<file path="src/sv/arpc_pkg.sv">
`timescale 1ns / 1ps

package arpc_pkg;

	localparam int IP_W   = 32;
	localparam int MAC_W  = 48;
	localparam int AGE_W  = 8;
	localparam int SLOT_W = 4;
	localparam int CMD_W  = 2;
	localparam int ST_W   = 2;

	localparam logic [CMD_W-1:0] CMD_LOOKUP = 2'd0;
	localparam logic [CMD_W-1:0] CMD_INSERT = 2'd1;
	localparam logic [CMD_W-1:0] CMD_TICK   = 2'd2;

	localparam logic [ST_W-1:0] ST_OK   = 2'd0;
	localparam logic [ST_W-1:0] ST_MISS = 2'd1;
	localparam logic [ST_W-1:0] ST_FULL = 2'd2;

	localparam logic [AGE_W-1:0] AGE_MAX     = 8'hFF;
	localparam logic [AGE_W-1:0] TIMEOUT_RST = 8'd15;

	typedef struct packed {
		logic              vld;
		logic [CMD_W-1:0]  cmd;
		logic [IP_W-1:0]   ip;
		logic [MAC_W-1:0]  mac;
		logic              found;
		logic [MAC_W-1:0]  res_mac;
		logic [SLOT_W-1:0] slot;
	} tok_t;

endpackage

</file>
<file path="src/sv/arp_cache_table_with_aging.sv">
`timescale 1ns / 1ps

// ARP cache of ENTRIES slots, each a cell in a chain that holds one IP/MAC pair, a valid
// bit and an age. A command enters the first cell on acceptance and moves one cell per
// cycle down the chain; its result is registered at the output once it leaves the last cell,
// and the next command is taken only after the previous one has left the chain and the
// output is free. Lookup returns the highest-numbered matching slot, insert fills the
// lowest free slot, tick ages every valid slot and drops those past timeout_ticks.
// Write the timeout only while no command is in flight.

module arp_cache_table_with_aging import arpc_pkg::*; #(
	parameter int ENTRIES = 16
) (
	input  logic        clk,
	input  logic        arst_n,
	input  logic        cfg_wr_en,
	input  logic [7:0]  cfg_wr_data,   // timeout_ticks
	input  logic        s_axis_tvalid,
	output logic        s_axis_tready,
	input  logic [79:0] s_axis_tdata,  // ip_addr[31:0], mac_addr[79:32]
	input  logic [1:0]  s_axis_tuser,  // command[1:0]
	output logic        m_axis_tvalid,
	input  logic        m_axis_tready,
	output logic [55:0] m_axis_tdata,  // found_mac[47:0], slot_index[51:48], zero[55:52]
	output logic [1:0]  m_axis_tuser   // status[1:0]
);

	logic [AGE_W-1:0]  timeout_q;
	logic              busy_q;
	logic              in_acc;
	tok_t              in_tok;
	tok_t              chain [ENTRIES];
	tok_t              last;
	logic [ST_W-1:0]   status_q;
	logic [MAC_W-1:0]  found_mac_q;
	logic [SLOT_W-1:0] slot_q;
	logic [ST_W-1:0]   status_n;
	logic [MAC_W-1:0]  found_mac_n;
	logic [SLOT_W-1:0] slot_n;

	assign s_axis_tready = !busy_q && (!m_axis_tvalid || m_axis_tready);
	assign in_acc        = s_axis_tvalid && s_axis_tready;

	always_comb begin
		in_tok     = '0;
		in_tok.vld = in_acc;
		in_tok.cmd = s_axis_tuser;
		in_tok.ip  = s_axis_tdata[IP_W-1:0];
		in_tok.mac = s_axis_tdata[IP_W+MAC_W-1:IP_W];
	end

	for (genvar i = 0; i < ENTRIES; i++) begin : g_cell
		if (i == 0) begin : g_head
			arpc_cell u_cell (
				.clk     (clk),
				.arst_n  (arst_n),
				.slot_id (SLOT_W'(i)),
				.timeout (timeout_q),
				.tok_in  (in_tok),
				.tok_q   (chain[i])
			);
		end else begin : g_body
			arpc_cell u_cell (
				.clk     (clk),
				.arst_n  (arst_n),
				.slot_id (SLOT_W'(i)),
				.timeout (timeout_q),
				.tok_in  (chain[i-1]),
				.tok_q   (chain[i])
			);
		end
	end

	assign last = chain[ENTRIES-1];

	always_comb begin
		status_n    = ST_OK;
		found_mac_n = '0;
		slot_n      = '0;
		case (last.cmd)
			CMD_LOOKUP: begin
				if (last.found) begin
					found_mac_n = last.res_mac;
					slot_n      = last.slot;
				end else begin
					status_n = ST_MISS;
				end
			end
			CMD_INSERT: begin
				if (last.found) begin
					slot_n = last.slot;
				end else begin
					status_n = ST_FULL;
				end
			end
			default: begin
			end
		endcase
	end

	always_ff @(posedge clk or negedge arst_n) begin
		if (!arst_n) begin
			timeout_q     <= TIMEOUT_RST;
			busy_q        <= 1'b0;
			m_axis_tvalid <= 1'b0;
		end else begin
			if (cfg_wr_en) begin
				timeout_q <= cfg_wr_data;
			end
			if (in_acc) begin
				busy_q <= 1'b1;
			end else if (last.vld) begin
				busy_q <= 1'b0;
			end
			if (last.vld) begin
				m_axis_tvalid <= 1'b1;
			end else if (m_axis_tready) begin
				m_axis_tvalid <= 1'b0;
			end
		end
	end

	always_ff @(posedge clk) begin
		if (last.vld) begin
			status_q    <= status_n;
			found_mac_q <= found_mac_n;
			slot_q      <= slot_n;
		end
	end

	assign m_axis_tdata = {4'd0, slot_q, found_mac_q};
	assign m_axis_tuser = status_q;

endmodule

</file>
<file path="src/sv/arpc_cell.sv">
`timescale 1ns / 1ps

module arpc_cell import arpc_pkg::*; (
	input  logic              clk,
	input  logic              arst_n,
	input  logic [SLOT_W-1:0] slot_id,
	input  logic [AGE_W-1:0]  timeout,
	input  tok_t              tok_in,
	output tok_t              tok_q
);

	logic              valid_q;
	logic [IP_W-1:0]   ip_q;
	logic [MAC_W-1:0]  mac_q;
	logic [AGE_W-1:0]  age_q;
	logic [AGE_W-1:0]  age_inc;
	logic              ins;
	logic              tick;
	tok_t              tok_n;

	assign age_inc = (age_q == AGE_MAX) ? AGE_MAX : age_q + AGE_W'(1);

	always_comb begin
		tok_n = tok_in;
		ins   = 1'b0;
		tick  = 1'b0;
		if (tok_in.vld) begin
			case (tok_in.cmd)
				CMD_LOOKUP: begin
					if (valid_q && ip_q == tok_in.ip) begin
						tok_n.found   = 1'b1;
						tok_n.res_mac = mac_q;
						tok_n.slot    = slot_id;
					end
				end
				CMD_INSERT: begin
					if (!tok_in.found && !valid_q) begin
						ins         = 1'b1;
						tok_n.found = 1'b1;
						tok_n.slot  = slot_id;
					end
				end
				CMD_TICK: begin
					tick = valid_q;
				end
				default: begin
				end
			endcase
		end
	end

	always_ff @(posedge clk or negedge arst_n) begin
		if (!arst_n) begin
			valid_q <= 1'b0;
			tok_q   <= '0;
		end else begin
			tok_q <= tok_n;
			if (ins) begin
				valid_q <= 1'b1;
			end else if (tick && age_inc > timeout) begin
				valid_q <= 1'b0;
			end
		end
	end

	always_ff @(posedge clk) begin
		if (ins) begin
			ip_q  <= tok_in.ip;
			mac_q <= tok_in.mac;
			age_q <= '0;
		end else if (tick) begin
			age_q <= age_inc;
		end
	end

endmodule
</file>
<file path="config.mk">
export PLATFORM = sky130hd
export DESIGN_NAME = arp_cache_table_with_aging
export DESIGN_NICKNAME = d
export VERILOG_FILES = /design/src/sv/arpc_pkg.sv /design/src/sv/arp_cache_table_with_aging.sv /design/src/sv/arpc_cell.sv
export SDC_FILE = /design/constraint.sdc
export NUM_CORES = 2
export LEC_CHECK = 0
export BUFFER_PORTS_ARGS = -buffer_cell sky130_fd_sc_hd__buf_2
export CAP_MARGIN = 40
export CORE_ASPECT_RATIO = 1.25
export CORE_MARGIN = 3
export CORE_UTILIZATION = 35
export CTS_BUF_LIST = sky130_fd_sc_hd__clkbuf_16
export DETAILED_ROUTE_END_ITERATION = 6
export GPL_TIMING_DRIVEN = 0
export SYNTH_ARGS = -nofsm -noshare
export SYNTH_HDL_FRONTEND = slang
export SYNTH_SLANG_ARGS = --single-unit
export TNS_END_PERCENT = 100
</file>
<file path="constraint.sdc">
create_clock -name clk -period 5.1 [get_ports clk]
set_input_delay 0.255 -clock clk [delete_from_list [all_inputs] [get_ports clk]]
set_output_delay 0.255 -clock clk [all_outputs]
set_load 0.05 [all_outputs]
</file>
==> results.sh <==
export IMPL_status="complete, no violations"
export IMPL_start_util=0.353
export IMPL_r2r_start="g_cell[0].g_head.u_cell.ip_q[25]"
export IMPL_h_tree_depth=5
export IMPL_syn_area_mm2=0.119
export IMPL_drtIter0Drc=2593
export IMPL_dp_hpwl_mm=134
export IMPL_synth_avg_cell_area_um2=18.1
export IMPL_fmaxAchievable_mhz=245
export IMPL_drt_pass1_iterations=5
export IMPL_rows=238
export IMPL_cts_sinks=3569
export IMPL_p_sw_frac=0.200
export IMPL_final_min_clock_period_ns=4.08
export IMPL_power_frac_comb=0.016
export IMPL_cts_tree="done"
export IMPL_synth_main_ff_cell="dfrtp_1"
export IMPL_peakVddDrop_mv=0.288
export IMPL_cp_max_fo=173
export IMPL_p_leak_nw=58.1
export IMPL_relSlewSlack=0.336
export IMPL_crit_cells=8
export IMPL_hold_viol=0
export IMPL_post_drt_wl_per_cell_um=16.3
export IMPL_numCtsBuffers=332
export IMPL_gp_congestion=0.778
export IMPL_ys_async_sr_fraction=0.590
export IMPL_io_buffers=150
export IMPL_p_int_w=0.0445
export IMPL_pwr_share_seq=0.552
export IMPL_critical_path_class="in -> async"
export IMPL_clock_power_share=0.432
export IMPL_synth_edf_count=1334
export IMPL_clkLatencyLatePin_ns=0.84
export IMPL_routed_wl_mm=195
export IMPL_power_density_mw_per_mm2=402
export IMPL_crit_end="g_cell[0].g_head.u_cell.tok_q[107]"
export IMPL_reg2reg_depth=9
export IMPL_ios=155
export IMPL_finalCritPeriodShare=0.800
export IMPL_grt_pass1_vias=56222
export IMPL_cts_clk_slew_worst_paths_ns=0.06
export IMPL_yosys_warnings=0
export IMPL_cp_arrival_ns=4.94
export IMPL_path_cells="dlygate4sd3_1 > buf_12 > buf_16 > buf_16 > buf_16 > buf_16 > buf_16 > buf_16"
export IMPL_die_area_mm2=0.347
export IMPL_worstHoldPathType="in -> async"
export IMPL_fin_setup_tns_ns=0
export IMPL_synth_compound_gate_area_share=0.0166
export IMPL_syn_inst=6573
export IMPL_crit_required_ns=5.96
export IMPL_cts_setup_buffers=0
export IMPL_crit_family="buffers and inverters"
export IMPL_grtUsageTotal=0.113
export IMPL_final_cell_area_mm2=0.138
export IMPL_p_switching_w=0.0111
export IMPL_root_buffer="clkbuf_16"
export IMPL_drt_vias_per_instance=4.31
export IMPL_syn2layout_area_growth_pct=16.1
export IMPL_skew_ns=0.0412
export IMPL_rrSetupSlack_ns=1.53
export IMPL_num_vias=51455
export IMPL_endpoint_kind="async pin"
export IMPL_yosys_area_share_simple=0.0491
export IMPL_rsz0062_at_grt="no"
export IMPL_cpMaxStageDelayCell="buf_16"
export IMPL_final_layout_size_suffix_gt1_frac=0.182
export IMPL_synth_mux_area_frac=0.0708
export IMPL_n_fill_cell=29616
export IMPL_start_kind="input port"
export IMPL_slowest_delay_ns=0.61
export IMPL_antenna_found_initial=13
export IMPL_ant_nets=0
export IMPL_cts_resized=0
export IMPL_final_cell_mix="dfrtp_1, edfxtp_1, mux2_2"
export IMPL_synth_distinct_cells=61
export IMPL_grt_ovfl_total=0
export IMPL_synth_top_family_by_area="multiplexers"
export IMPL_drv_cap=0
export IMPL_regToRegEndpoint="g_cell[0].g_head.u_cell.tok_q[51]"
export IMPL_yosysSeqAreaShare=0.802
export IMPL_synth_xor_area_share=0.0398
export IMPL_dieWidth_um=527
export IMPL_drc=0
export IMPL_core_mm2=0.337
export IMPL_die_h_um=658
export IMPL_clock_path_buffers=4
export IMPL_synth_seq_cells=3569
export IMPL_final_common_cell="dfrtp_1"
export IMPL_dpl_cell_area_mm2=0.126
export IMPL_grt_max_degree=174
export IMPL_worstSetupStartpoint="arst_n"
export IMPL_path_buf_inv=8
export IMPL_worst_path_most_repeated_cell="buf_16"
export IMPL_synth_adder_area_share=0.0151
export IMPL_worst_pin_slew_ns=0.996
export IMPL_report_final_slew_viol_count=0
export IMPL_nNetsFinal=7458
export IMPL_grt_pass1_wl_mm=320
export IMPL_setup_violations=0
==> power groups by stage <==
| stage | combinational [W] | clock (W) | sequential [W] |
|---|---|---|---|
| 2_1_floorplan | 0.000287 | 0 | 0.0311 |
| 3_3_place_gp | 0.000761 | 0 | 0.0313 |
| 3_5_place_dp | 0.000857 | 0 | 0.0312 |
| 4_1_cts | 0.000940 | 0.0248 | 0.0307 |
| 5_1_grt | 0.00103 | 0.0260 | 0.0307 |
| 6_report | 0.000897 | 0.0240 | 0.0307 |
==> per-stage QoR <==
stage          total power (W)   util  setup slack, ns  std cells  hold WS (ns)
6_report                0.0555  0.409             1.02      11938        0.0581
5_1_grt                 0.0577  0.409            0.294      11937        0.0478
4_1_cts                 0.0564  0.409            0.811      11933       0.00525
3_5_place_dp            0.0321  0.374           0.0945      11216         0.248
3_3_place_gp            0.0320  0.371           -41.94      11166         0.354
2_1_floorplan           0.0313      -             1.09       6576       -0.0406
==> cells by family after synthesis <==
logic type,count (synthesis)
DFF,3569
buffers and inverters,189
xor gates and xnor gates,540
muxes,737
adders and majority gates,144
and+or+nand+nor,1075
other,1
AOI/OAI and AO/OA,318
==> metal layers <==
layer / vias to the layer above / GRT usage / share of wire / wire length [µm]
met3: 379 / 0.0175 / 0.032 / 6250
met5: - / 0 / 0 / 0
met4: 0 / 0.0364 / 0.029 / 5610
met2: 706 / 0.203 / 0.52 / 102000
met1: 25664 / 0.140 / 0.42 / 81400
li1: 24706 / - / - / -
==> how the worst min path moves through the flow <==
stage / start / slack [ns] / end
3_5_place_dp: arst_n / 0.25 / g_cell[14].g_body.u_cell.tok_q[78]
2_1_floorplan: arst_n / -0.04 / busy_q
5_1_grt: s_axis_tdata[49] / 0.05 / g_cell[0].g_head.u_cell.tok_q[70]
3_3_place_gp: g_cell[0].g_head.u_cell.tok_q[80] / 0.35 / g_cell[1].g_body.u_cell.tok_q[80]
6_report: arst_n / 0.06 / g_cell[14].g_body.u_cell.tok_q[78]
4_1_cts: arst_n / 0.005 / g_cell[14].g_body.u_cell.tok_q[78]
==> timing repair <==
action | CTS | global route
hold buffers | 109 | 0
hold endpoints to repair | 408 | 0
setup endpoints to repair | 0 | 0
==> synth_stat cells, types with 30 or more instances <==
cell type     n  area [µm²]
dfxtp_1     128        2560
mux2_2      619        6970
and3_1       70         438
edfxtp_1   1334       40100
a311oi_1     48         420
nor2_1      111         417
nand4_1      96         601
xor2_1      404        3540
buf_1        30         113
dfrtp_1    2103       52600
ha_1        144        1800
o21ai_0      71         355
nand2_1     282        1060
clkbuf_1     88         330
nand3_1      40         200
mux2i_1      48         480
inv_1        35         131
mux2_4       48         721
and2_1      159         995
xnor2_1     136        1190
a21oi_1     125         626
nor4_1       92         576
a211oi_1     32         240
nor3_1       36         180
nand2b_1     83         519
==> worst register-to-register path, delay by kind of cell, from the launching register on <==
kind / cells / cell delay [ns]
flops: 1 / 0.38
simple gates: 5 / 2.06
buf+inv: 3 / 0.91
xor+xnor: 1 / 0.15
==> flip-flops by register name, indices dropped and copies added, names as in the netlist <==
signal and flops:
slot_q 4, g_cell.g_body.u_cell.valid_q 15, g_cell.g_head.u_cell.ip_q 32, timeout_q 8, g_cell.g_head.u_cell.tok_q 132, g_cell.g_body.u_cell.mac_q 720
g_cell.g_body.u_cell.tok_q 1949, g_cell.g_head.u_cell.age_q 8, g_cell.g_head.u_cell.mac_q 48, g_cell.g_body.u_cell.ip_q 480, g_cell.g_body.u_cell.age_q 120, busy_q 1
found_mac_q 48, m_axis_tvalid 1, m_axis_tuser 2, g_cell.g_head.u_cell.valid_q 1
==> final cells by class <==
class	count	area (µm²)	area share
inverter	48	240	0.00174
sequential	3569	95400	0.690
clock inverter	271	2270	0.0164
clock buffer	337	8430	0.0611
antenna	5	12.5	0.0000906
timing repair buffer	309	2810	0.0204
multi-input combinational	2818	22800	0.165
tap	4440	5560	0.0402
buffer	141	659	0.00477
Note: power is estimated with default switching activity, not from simulation.
